## config.mk

```make
export PLATFORM = sky130hd
export DESIGN_NAME = hsv_to_rgb565_convert_unit
export DESIGN_NICKNAME = d
export VERILOG_FILES = /design/src/rtl/hsvrgb_pkg.sv /design/src/rtl/hsvrgb_sector.sv /design/src/rtl/hsvrgb_scale.sv /design/src/rtl/hsvrgb_pack.sv /design/src/rtl/hsv_to_rgb565_convert_unit.sv
export SDC_FILE = /design/constraint.sdc
export NUM_CORES = 2
export LEC_CHECK = 0
export ABC_AREA = 1
export ABC_CLOCK_PERIOD_IN_PS = 10400
export BUFFER_PORTS_ARGS = -buffer_cell sky130_fd_sc_hd__buf_2
export CELL_PAD_IN_SITES_DETAIL_PLACEMENT = 0
export CELL_PAD_IN_SITES_GLOBAL_PLACEMENT = 1
export CORE_AREA = 2 2 258 260
export CTS_CLUSTER_DIAMETER = 150
export CTS_CLUSTER_SIZE = 14
export DETAILED_ROUTE_END_ITERATION = 8
export DIE_AREA = 0 0 260 262
export HOLD_SLACK_MARGIN = 0.06
export PLACE_DENSITY_LB_ADDON = 0.1
export SLEW_MARGIN = 20
export SYNTH_ARGS = -nofsm -noshare
export SYNTH_HDL_FRONTEND = slang
export SYNTH_SLANG_ARGS = --single-unit
```

## constraint.sdc

```tcl
create_clock -name clock -period 10.4 [get_ports clock]
set_clock_uncertainty 0.05 [all_clocks]
set_input_delay 1.04 -clock clock [delete_from_list [all_inputs] [get_ports clock]]
set_output_delay 1.04 -clock clock [all_outputs]
set_load 0.005 [all_outputs]
```

## src/rtl/hsvrgb_pkg.sv

```systemverilog
// ----------------------------------------------------------------------------
// HSV to RGB565 conversion package
// Shared payload types, pipeline tags, sector codes and fixed-point constants.
// ----------------------------------------------------------------------------
package hsvrgb_pkg;

   // Full circle of the fraction, and the divisor 255 * 65536 with its half
   localparam logic [16:0] FRAC_ONE    = 17'h10000;
   localparam logic [23:0] DIVISOR     = 24'd16711680;
   localparam logic [31:0] HALF_DIV    = 32'd8355840;
   localparam logic [7:0]  CHAN_MAX    = 8'd255;

   typedef enum logic [2:0] {
      SEC_RED_YEL = 3'd0,
      SEC_YEL_GRN = 3'd1,
      SEC_GRN_CYN = 3'd2,
      SEC_CYN_BLU = 3'd3,
      SEC_BLU_MAG = 3'd4,
      SEC_MAG_RED = 3'd5
   } hsvrgb_sector_type;

   typedef struct packed {
      logic [15:0] hue;
      logic [7:0]  saturation;
      logic [7:0]  brightness;
   } hsvrgb_req_type;

   typedef struct packed {
      logic [7:0]  red;
      logic [7:0]  green;
      logic [7:0]  blue;
      logic [15:0] packed_565;
   } hsvrgb_rsp_type;

   typedef struct packed {
      logic              valid;
      hsvrgb_sector_type sector;
      logic [16:0]       factor_q;
      logic [16:0]       factor_t;
      logic [7:0]        sat;
      logic [7:0]        val;
   } hsvrgb_stage1_type;

   typedef struct packed {
      logic              valid;
      hsvrgb_sector_type sector;
      logic [7:0]        val;
   } hsvrgb_tag_type;

endpackage

```

## src/rtl/hsvrgb_sector.sv

```systemverilog
// ----------------------------------------------------------------------------
// HSV to RGB565 sector stage
// Splits hue * 6 into sector and fraction and forms the q and t factors.
// ----------------------------------------------------------------------------
module hsvrgb_sector
   import hsvrgb_pkg::*;
(
   input  logic              clock,
   input  logic              reset,
   input  logic              accept,
   input  hsvrgb_req_type    req,
   output hsvrgb_stage1_type stage
);

   logic [18:0]       prod;
   logic [15:0]       frac;
   logic              valid_ff;
   logic              valid_in;
   hsvrgb_sector_type sector_ff;
   hsvrgb_sector_type sector_in;
   logic [16:0]       factor_q_ff;
   logic [16:0]       factor_q_in;
   logic [16:0]       factor_t_ff;
   logic [16:0]       factor_t_in;
   logic [7:0]        sat_ff;
   logic [7:0]        val_ff;

   always_comb begin
      prod        = {1'b0, req.hue, 2'b00} + {2'b00, req.hue, 1'b0};
      frac        = prod[15:0];
      sector_in   = hsvrgb_sector_type'(prod[18:16]);
      factor_q_in = {1'b0, frac};
      factor_t_in = FRAC_ONE - {1'b0, frac};
      valid_in    = accept;
   end

   always_ff @(posedge clock) begin
      if (reset) begin
         valid_ff <= 1'b0;
      end else begin
         valid_ff <= valid_in;
      end
   end

   always_ff @(posedge clock) begin
      sector_ff   <= sector_in;
      factor_q_ff <= factor_q_in;
      factor_t_ff <= factor_t_in;
      sat_ff      <= req.saturation;
      val_ff      <= req.brightness;
   end

   assign stage.valid    = valid_ff;
   assign stage.sector   = sector_ff;
   assign stage.factor_q = factor_q_ff;
   assign stage.factor_t = factor_t_ff;
   assign stage.sat      = sat_ff;
   assign stage.val      = val_ff;

endmodule

```

## src/rtl/hsvrgb_scale.sv

```systemverilog
// ----------------------------------------------------------------------------
// HSV to RGB565 channel scaler
// Two register stages forming round(val * (1 - sat * factor / (255 * 65536))),
// then a reciprocal divide by 255 with one correction step.
// ----------------------------------------------------------------------------
module hsvrgb_scale
   import hsvrgb_pkg::*;
(
   input  logic        clock,
   input  logic [7:0]  sat,
   input  logic [7:0]  val,
   input  logic [16:0] factor,
   output logic [7:0]  channel
);

   logic [24:0] sat_factor;
   logic [23:0] keep_ff;
   logic [23:0] keep_in;
   logic [7:0]  val_ff;
   logic [31:0] num;
   logic [15:0] high_ff;
   logic [15:0] high_in;
   logic [24:0] est;
   logic [8:0]  quot;
   logic [15:0] quot_255;
   logic [15:0] rem;
   logic [8:0]  quot_fix;

   always_comb begin
      sat_factor = {17'd0, sat} * {8'd0, factor};
      keep_in    = DIVISOR - sat_factor[23:0];
      num        = {24'd0, val_ff} * {8'd0, keep_ff} + HALF_DIV;
      high_in    = num[31:16];
   end

   always_ff @(posedge clock) begin
      keep_ff <= keep_in;
      val_ff  <= val;
      high_ff <= high_in;
   end

   // divide by 255: estimate with 257 / 65536, then correct once
   always_comb begin
      est      = {1'b0, high_ff, 8'd0} + {9'd0, high_ff};
      quot     = est[24:16];
      quot_255 = {quot[7:0], 8'd0} - {8'd0, quot[7:0]};
      rem      = high_ff - quot_255;
      quot_fix = (rem >= {8'd0, CHAN_MAX}) ? quot + 9'd1 : quot;
      channel  = quot_fix[7:0];
   end

endmodule

```

## src/rtl/hsvrgb_pack.sv

```systemverilog
// ----------------------------------------------------------------------------
// HSV to RGB565 output stage
// Picks v, p, q or t per channel by sector and registers the packed result.
// ----------------------------------------------------------------------------
module hsvrgb_pack
   import hsvrgb_pkg::*;
(
   input  logic           clock,
   input  logic           reset,
   input  hsvrgb_tag_type tag,
   input  logic [7:0]     chan_p,
   input  logic [7:0]     chan_q,
   input  logic [7:0]     chan_t,
   output logic           strobe,
   output hsvrgb_rsp_type rsp
);

   logic           strobe_ff;
   logic           strobe_in;
   hsvrgb_rsp_type rsp_ff;
   hsvrgb_rsp_type rsp_in;
   logic [7:0]     r;
   logic [7:0]     g;
   logic [7:0]     b;

   always_comb begin
      case (tag.sector)
         SEC_RED_YEL: begin
            r = tag.val; g = chan_t;  b = chan_p;
         end
         SEC_YEL_GRN: begin
            r = chan_q;  g = tag.val; b = chan_p;
         end
         SEC_GRN_CYN: begin
            r = chan_p;  g = tag.val; b = chan_t;
         end
         SEC_CYN_BLU: begin
            r = chan_p;  g = chan_q;  b = tag.val;
         end
         SEC_BLU_MAG: begin
            r = chan_t;  g = chan_p;  b = tag.val;
         end
         default: begin
            r = tag.val; g = chan_p;  b = chan_q;
         end
      endcase
      rsp_in.red        = r;
      rsp_in.green      = g;
      rsp_in.blue       = b;
      rsp_in.packed_565 = {r[7:3], g[7:2], b[7:3]};
      strobe_in         = tag.valid;
   end

   always_ff @(posedge clock) begin
      if (reset) begin
         strobe_ff <= 1'b0;
      end else begin
         strobe_ff <= strobe_in;
      end
   end

   always_ff @(posedge clock) begin
      rsp_ff <= rsp_in;
   end

   assign strobe = strobe_ff;
   assign rsp    = rsp_ff;

endmodule

```

## src/rtl/hsv_to_rgb565_convert_unit.sv

```systemverilog
// ----------------------------------------------------------------------------
// HSV to RGB565 conversion unit
// Converts a 16-bit hue with 8-bit saturation and value into 8-bit red, green,
// blue and the packed RGB565 word, one pixel per clock.
//
// Request: drive req_payload with start high; the pixel transfers at the
// rising edge where start is high and busy is low. busy is always low, so
// a new pixel may be offered in every cycle.
// Response: rsp_strobe is high for exactly one cycle with rsp_payload; the
// receiver takes it at the edge ending that cycle and cannot hold it off.
// Throughput: one pixel per cycle, set by the four-stage pipeline
// (sector split, saturation product, value product, divide and select).
// Reset: synchronous, clears all valid bits; pixels in flight are dropped.
// Results leave in request order; there is no back-pressure to handle.
// ----------------------------------------------------------------------------
module hsv_to_rgb565_convert_unit
   import hsvrgb_pkg::*;
(
   input  logic           clock,
   input  logic           reset,
   input  logic           start,
   output logic           busy,
   input  hsvrgb_req_type req_payload,
   output logic           rsp_strobe,
   output hsvrgb_rsp_type rsp_payload
);

   hsvrgb_stage1_type stage1;
   hsvrgb_tag_type    tag1;
   hsvrgb_tag_type    tag2_ff;
   hsvrgb_tag_type    tag3_ff;
   logic              accept;
   logic [7:0]        chan_p;
   logic [7:0]        chan_q;
   logic [7:0]        chan_t;

   assign busy   = 1'b0;
   assign accept = start && !busy;

   hsvrgb_sector u_sector (
      .clock  (clock),
      .reset  (reset),
      .accept (accept),
      .req    (req_payload),
      .stage  (stage1)
   );

   hsvrgb_scale u_scale_p (
      .clock   (clock),
      .sat     (stage1.sat),
      .val     (stage1.val),
      .factor  (FRAC_ONE),
      .channel (chan_p)
   );

   hsvrgb_scale u_scale_q (
      .clock   (clock),
      .sat     (stage1.sat),
      .val     (stage1.val),
      .factor  (stage1.factor_q),
      .channel (chan_q)
   );

   hsvrgb_scale u_scale_t (
      .clock   (clock),
      .sat     (stage1.sat),
      .val     (stage1.val),
      .factor  (stage1.factor_t),
      .channel (chan_t)
   );

   assign tag1.valid  = stage1.valid;
   assign tag1.sector = stage1.sector;
   assign tag1.val    = stage1.val;

   // advance the tag alongside the scaler stages
   always_ff @(posedge clock) begin
      if (reset) begin
         tag2_ff.valid <= 1'b0;
         tag3_ff.valid <= 1'b0;
      end else begin
         tag2_ff.valid <= tag1.valid;
         tag3_ff.valid <= tag2_ff.valid;
      end
      tag2_ff.sector <= tag1.sector;
      tag2_ff.val    <= tag1.val;
      tag3_ff.sector <= tag2_ff.sector;
      tag3_ff.val    <= tag2_ff.val;
   end

   hsvrgb_pack u_pack (
      .clock  (clock),
      .reset  (reset),
      .tag    (tag3_ff),
      .chan_p (chan_p),
      .chan_q (chan_q),
      .chan_t (chan_t),
      .strobe (rsp_strobe),
      .rsp    (rsp_payload)
   );

endmodule

```

==> metrics.log <==
INFO  metric status = completed
INFO  metric clock_sinks = 200
INFO  metric clock_insertion_delay_worst_skew = 0.52 ns
INFO  metric synth_area = 33,600 um^2
INFO  metric min_delay_path_depth = 0
INFO  metric grt.met2_usage = 0.403
INFO  metric critical_path.max_stage_delay = 0.53 ns
INFO  metric antenna_violating_nets_post_route = 0
INFO  metric worst-slew-pin-transition = 1.11 ns
INFO  metric chipHeight = 262 um
INFO  metric ctsHoldBuffers = 0
INFO  metric inserted_clock_buffers = 17
INFO  metric dr.first_iter.drc_count = 1,450
INFO  metric wl_per_cell = 14.2 um
INFO  metric ys_async_sr_fraction = 0
INFO  metric synth-seq-area-share = 0.119
INFO  metric maxClockFrequency = 192 MHz
INFO  metric buffer_ports.inserted = 75
INFO  metric initial_core_utilization = 0.514
INFO  metric global_route.usage.total = 0.239
INFO  metric grt_pass1_vias = 26,200
INFO  metric floorplan.core_area = 65,300 um^2
INFO  metric yosys_warnings = 0
INFO  metric htree_levels = 4
INFO  metric number_of_maximum_capacitance_constraint_violations = 0
INFO  metric dp_hpwl = 62,800 um
INFO  metric grt_pass1_wl = 131,000 um
INFO  metric io_pins = 77
INFO  metric hold_class = flip-flop to flip-flop
INFO  metric worstPathCellList = buf_4, nand2_1, fa_1, inv_1, fa_1, fa_1, fa_1, ha_1, a21oi_1, a21boi_0, o21ai_0, a21oi_1, o21ai_0, a21oi_1, o21ai_0, xor2_1
INFO  metric route.final.wire_length = 76,800 um
INFO  metric crit_path_end_kind = flip-flop
INFO  metric syn2layout_area_growth = 4.23%
INFO  metric setup.worst_path.class = flip-flop to flip-flop
INFO  metric final_layout_size_suffix_gt1_frac = 0.0380
INFO  metric clock_tree_from_tritoncts = built
INFO  metric finalHoldViolCount = 0
INFO  metric ctsRootBufferMaster = sky130_fd_sc_hd__clkbuf_16
INFO  metric nNetsFinal = 5,435
INFO  metric period_utilization = 0.501
INFO  metric final.setup.tns = 0 ns
INFO  metric synth_cell_type_count = 50
INFO  metric max_slew_margin = 0.257
INFO  metric vias = 26,100
INFO  metric grt-ovfl-total = 0
INFO  metric finalMaxSlewViolations = 0
INFO  metric cts_max_path_buffers = 2
INFO  metric row_count = 94
INFO  metric grt_max_degree = 56
INFO  metric global_route.usage.met3 = 0.0304
INFO  metric post-route-drc-count = 0
INFO  metric worst_setup_hold_path_clk_slew = 0.09 ns
INFO  metric syn_nets = 5,495
INFO  metric min_period = 5.21 ns
INFO  metric crit_top_cell = sky130_fd_sc_hd__fa_1
INFO  metric cpMaxStageDelayCell = sky130_fd_sc_hd__fa_1
INFO  metric timing.critical_path.required = 10.74 ns
INFO  metric grtUsageMet1 = 0.330
INFO  metric cts-resized-gates = 0
INFO  metric synthesized_instance_count = 4,594
INFO  metric setup_viol = 0
INFO  metric rsz0062_at_grt = false
INFO  metric postSynth.topFlopCell = sky130_fd_sc_hd__dfxtp_1
INFO  metric dr.pass1.iters = 6
INFO  metric vias_per_cell = 4.81
INFO  metric setup.worst_path.start_class = flip-flop
INFO  metric arrival = 5.55 ns
INFO  metric grt_antenna_before_repair = 0
INFO  metric die_area = 68,100 um^2
INFO  metric critical_path_peak_fanout = 41
INFO  metric postSynthAreaPerCell = 7.31 um^2
INFO  metric yosys_register_bits = 200
INFO  metric cts_setup_buffers = 0
INFO  metric gpl.final_weighted_congestion = 0.873
INFO  metric dieWidth = 260 um
INFO  metric worst-r2r-cell-count = 16
INFO  metric synth-edff-count = 0
INFO  metric globalRoute.busiestLayer = met2
-- area by class of cell --
cell class	count	area (um^2)
Sequential cell	200	4010
Timing Repair Buffer	92	503
Fill cell	6619	30300
Antenna cell	1	2.50
Clock buffer	17	425
Clock inverter	15	184
Multi-Input combinational cell	3002	24200
Inverter	1221	4580
Tap cell	864	1080
-- stage by stage --
step	setup WS, ns	hold WS, ns	instance area (um^2)	std cells	util
floorplan	5.72	0.260	33600	4594	-
global placement	5.31	0.261	34400	5379	0.527
detailed placement	5.21	0.262	34400	5379	0.527
CTS	5.14	0.277	35000	5411	0.536
global route	4.80	0.287	35000	5411	0.536
finish	5.19	0.278	35000	5412	0.536
-- cell usage after synthesis (4+ instances only) --
| master | number | area, um^2 |
|---|---|---|
| sky130_fd_sc_hd__a21boi_0 | 5 | 37.5 |
| sky130_fd_sc_hd__inv_2 | 6 | 22.5 |
| sky130_fd_sc_hd__or2_2 | 4 | 25.0 |
| sky130_fd_sc_hd__ha_1 | 410 | 5130 |
| sky130_fd_sc_hd__clkbuf_2 | 64 | 320 |
| sky130_fd_sc_hd__nand2_1 | 1218 | 4570 |
| sky130_fd_sc_hd__buf_4 | 17 | 128 |
| sky130_fd_sc_hd__fa_1 | 456 | 9130 |
| sky130_fd_sc_hd__nor4_1 | 9 | 56.3 |
| sky130_fd_sc_hd__nand3b_1 | 7 | 52.6 |
| sky130_fd_sc_hd__nor3_1 | 25 | 125 |
| sky130_fd_sc_hd__o21bai_1 | 7 | 52.6 |
| sky130_fd_sc_hd__clkbuf_1 | 89 | 334 |
| sky130_fd_sc_hd__dfxtp_1 | 200 | 4000 |
| sky130_fd_sc_hd__a21o_1 | 14 | 105 |
| sky130_fd_sc_hd__nor2_1 | 164 | 616 |
| sky130_fd_sc_hd__nand2_2 | 10 | 62.6 |
| sky130_fd_sc_hd__nand4_1 | 58 | 363 |
| sky130_fd_sc_hd__o21a_1 | 7 | 52.6 |
| sky130_fd_sc_hd__a21oi_1 | 163 | 816 |
| sky130_fd_sc_hd__o21ai_0 | 53 | 265 |
| sky130_fd_sc_hd__and2_1 | 5 | 31.3 |
| sky130_fd_sc_hd__nor2_4 | 4 | 45.0 |
| sky130_fd_sc_hd__xor2_1 | 99 | 867 |
| sky130_fd_sc_hd__xnor2_1 | 56 | 490 |
| sky130_fd_sc_hd__a31oi_1 | 7 | 43.8 |
| sky130_fd_sc_hd__o31ai_1 | 4 | 30.0 |
| sky130_fd_sc_hd__o211ai_1 | 4 | 30.0 |
| sky130_fd_sc_hd__nand3_1 | 180 | 901 |
| sky130_fd_sc_hd__inv_1 | 1214 | 4560 |
| sky130_fd_sc_hd__a21oi_2 | 4 | 35.0 |
-- per-layer routing --
metal,wire (um),vias to the layer above
li1,-,13400
met1,37200,12200
met2,35800,411
met3,2800,48
met4,1030,0
met5,0,-
-- cell usage in the layout, fill, tap and decap left out, drive strengths merged --
cell type  Yosys  final
inv         1220   1232
nand2       1229   1229
fa           456    456
ha           410    410
dfxtp        200    200
nand3        184    184
nor2         172    172
a21oi        167    167
xor2         100    100
buf           18     92
nand4         58     58
o21ai         58     58
xnor2         56     56
nor3          25     25
clkbuf       153     17
a21o          14     14
nor4           9      9
a31oi          7      7
o21a           7      7
o21bai         7      7
nand3b         7      7
a21boi         7      7
and2           5      5
or2            5      5
o211ai         4      4
o31ai          4      4
clkinv         1      4
a211oi         3      3
and3           2      2
o2111ai        2      2
diode          0      1
o221ai         1      1
o22ai          1      1
o21ba          1      1
conb           1      1
-- cell families (layout without fill, tap and decap cells) --
family | Yosys count | in the layout | synth area share
simple gates | 1696 | 1696 | 0.208
buf+inv | 1392 | 1345 | 0.160
fa+ha+maj | 866 | 866 | 0.425
compound gates | 283 | 283 | 0.0471
flops | 200 | 200 | 0.119
xor+xnor | 156 | 156 | 0.0409
other cells | 1 | 2 | 0.000112
-- registers in the layout, indices dropped and copies added (netlist names) --
| signal | flops |
|---|---|
| u_sector.factor_t_ff | 15 |
| u_scale_q.keep_ff | 22 |
| u_sector.sat_ff | 8 |
| u_scale_q.high_ff | 16 |
| u_sector.sector_ff | 3 |
| u_scale_t.keep_ff | 23 |
| u_scale_p.keep_ff | 8 |
| u_scale_t.val_ff | 8 |
| tag3_ff | 12 |
| u_scale_p.high_ff | 16 |
| u_pack.strobe | 1 |
| tag2_ff | 4 |
| u_scale_t.high_ff | 16 |
| u_sector.val_ff | 8 |
| u_sector.factor_q_ff | 15 |
| u_pack.rsp | 24 |
| u_sector.valid_ff | 1 |
-- worst max-delay path, delay by kind of cell (launching register included) --
kind	cells	cell delay [ns]
fa+ha+maj	5	2.38
xor+xnor	1	0.16
flops	1	0.51
compound gates	7	1.22
buf+inv	2	0.55
simple gates	1	0.15
-- path summary, 6_finish.rpt --
kind | to | slack (ns) | from
max | u_scale_t.high_ff[8] | 5.19 | u_scale_t.val_ff[6]
min reg2reg | u_scale_t.val_ff[5] | 0.28 | u_sector.val_ff[5]
min | u_scale_t.val_ff[5] | 0.28 | u_sector.val_ff[5]
max reg2reg | u_scale_t.high_ff[8] | 5.19 | u_scale_t.val_ff[6]
Power is not shown: default switching activity piles up to over one toggle a cycle in this logic, so the estimate is an artifact.
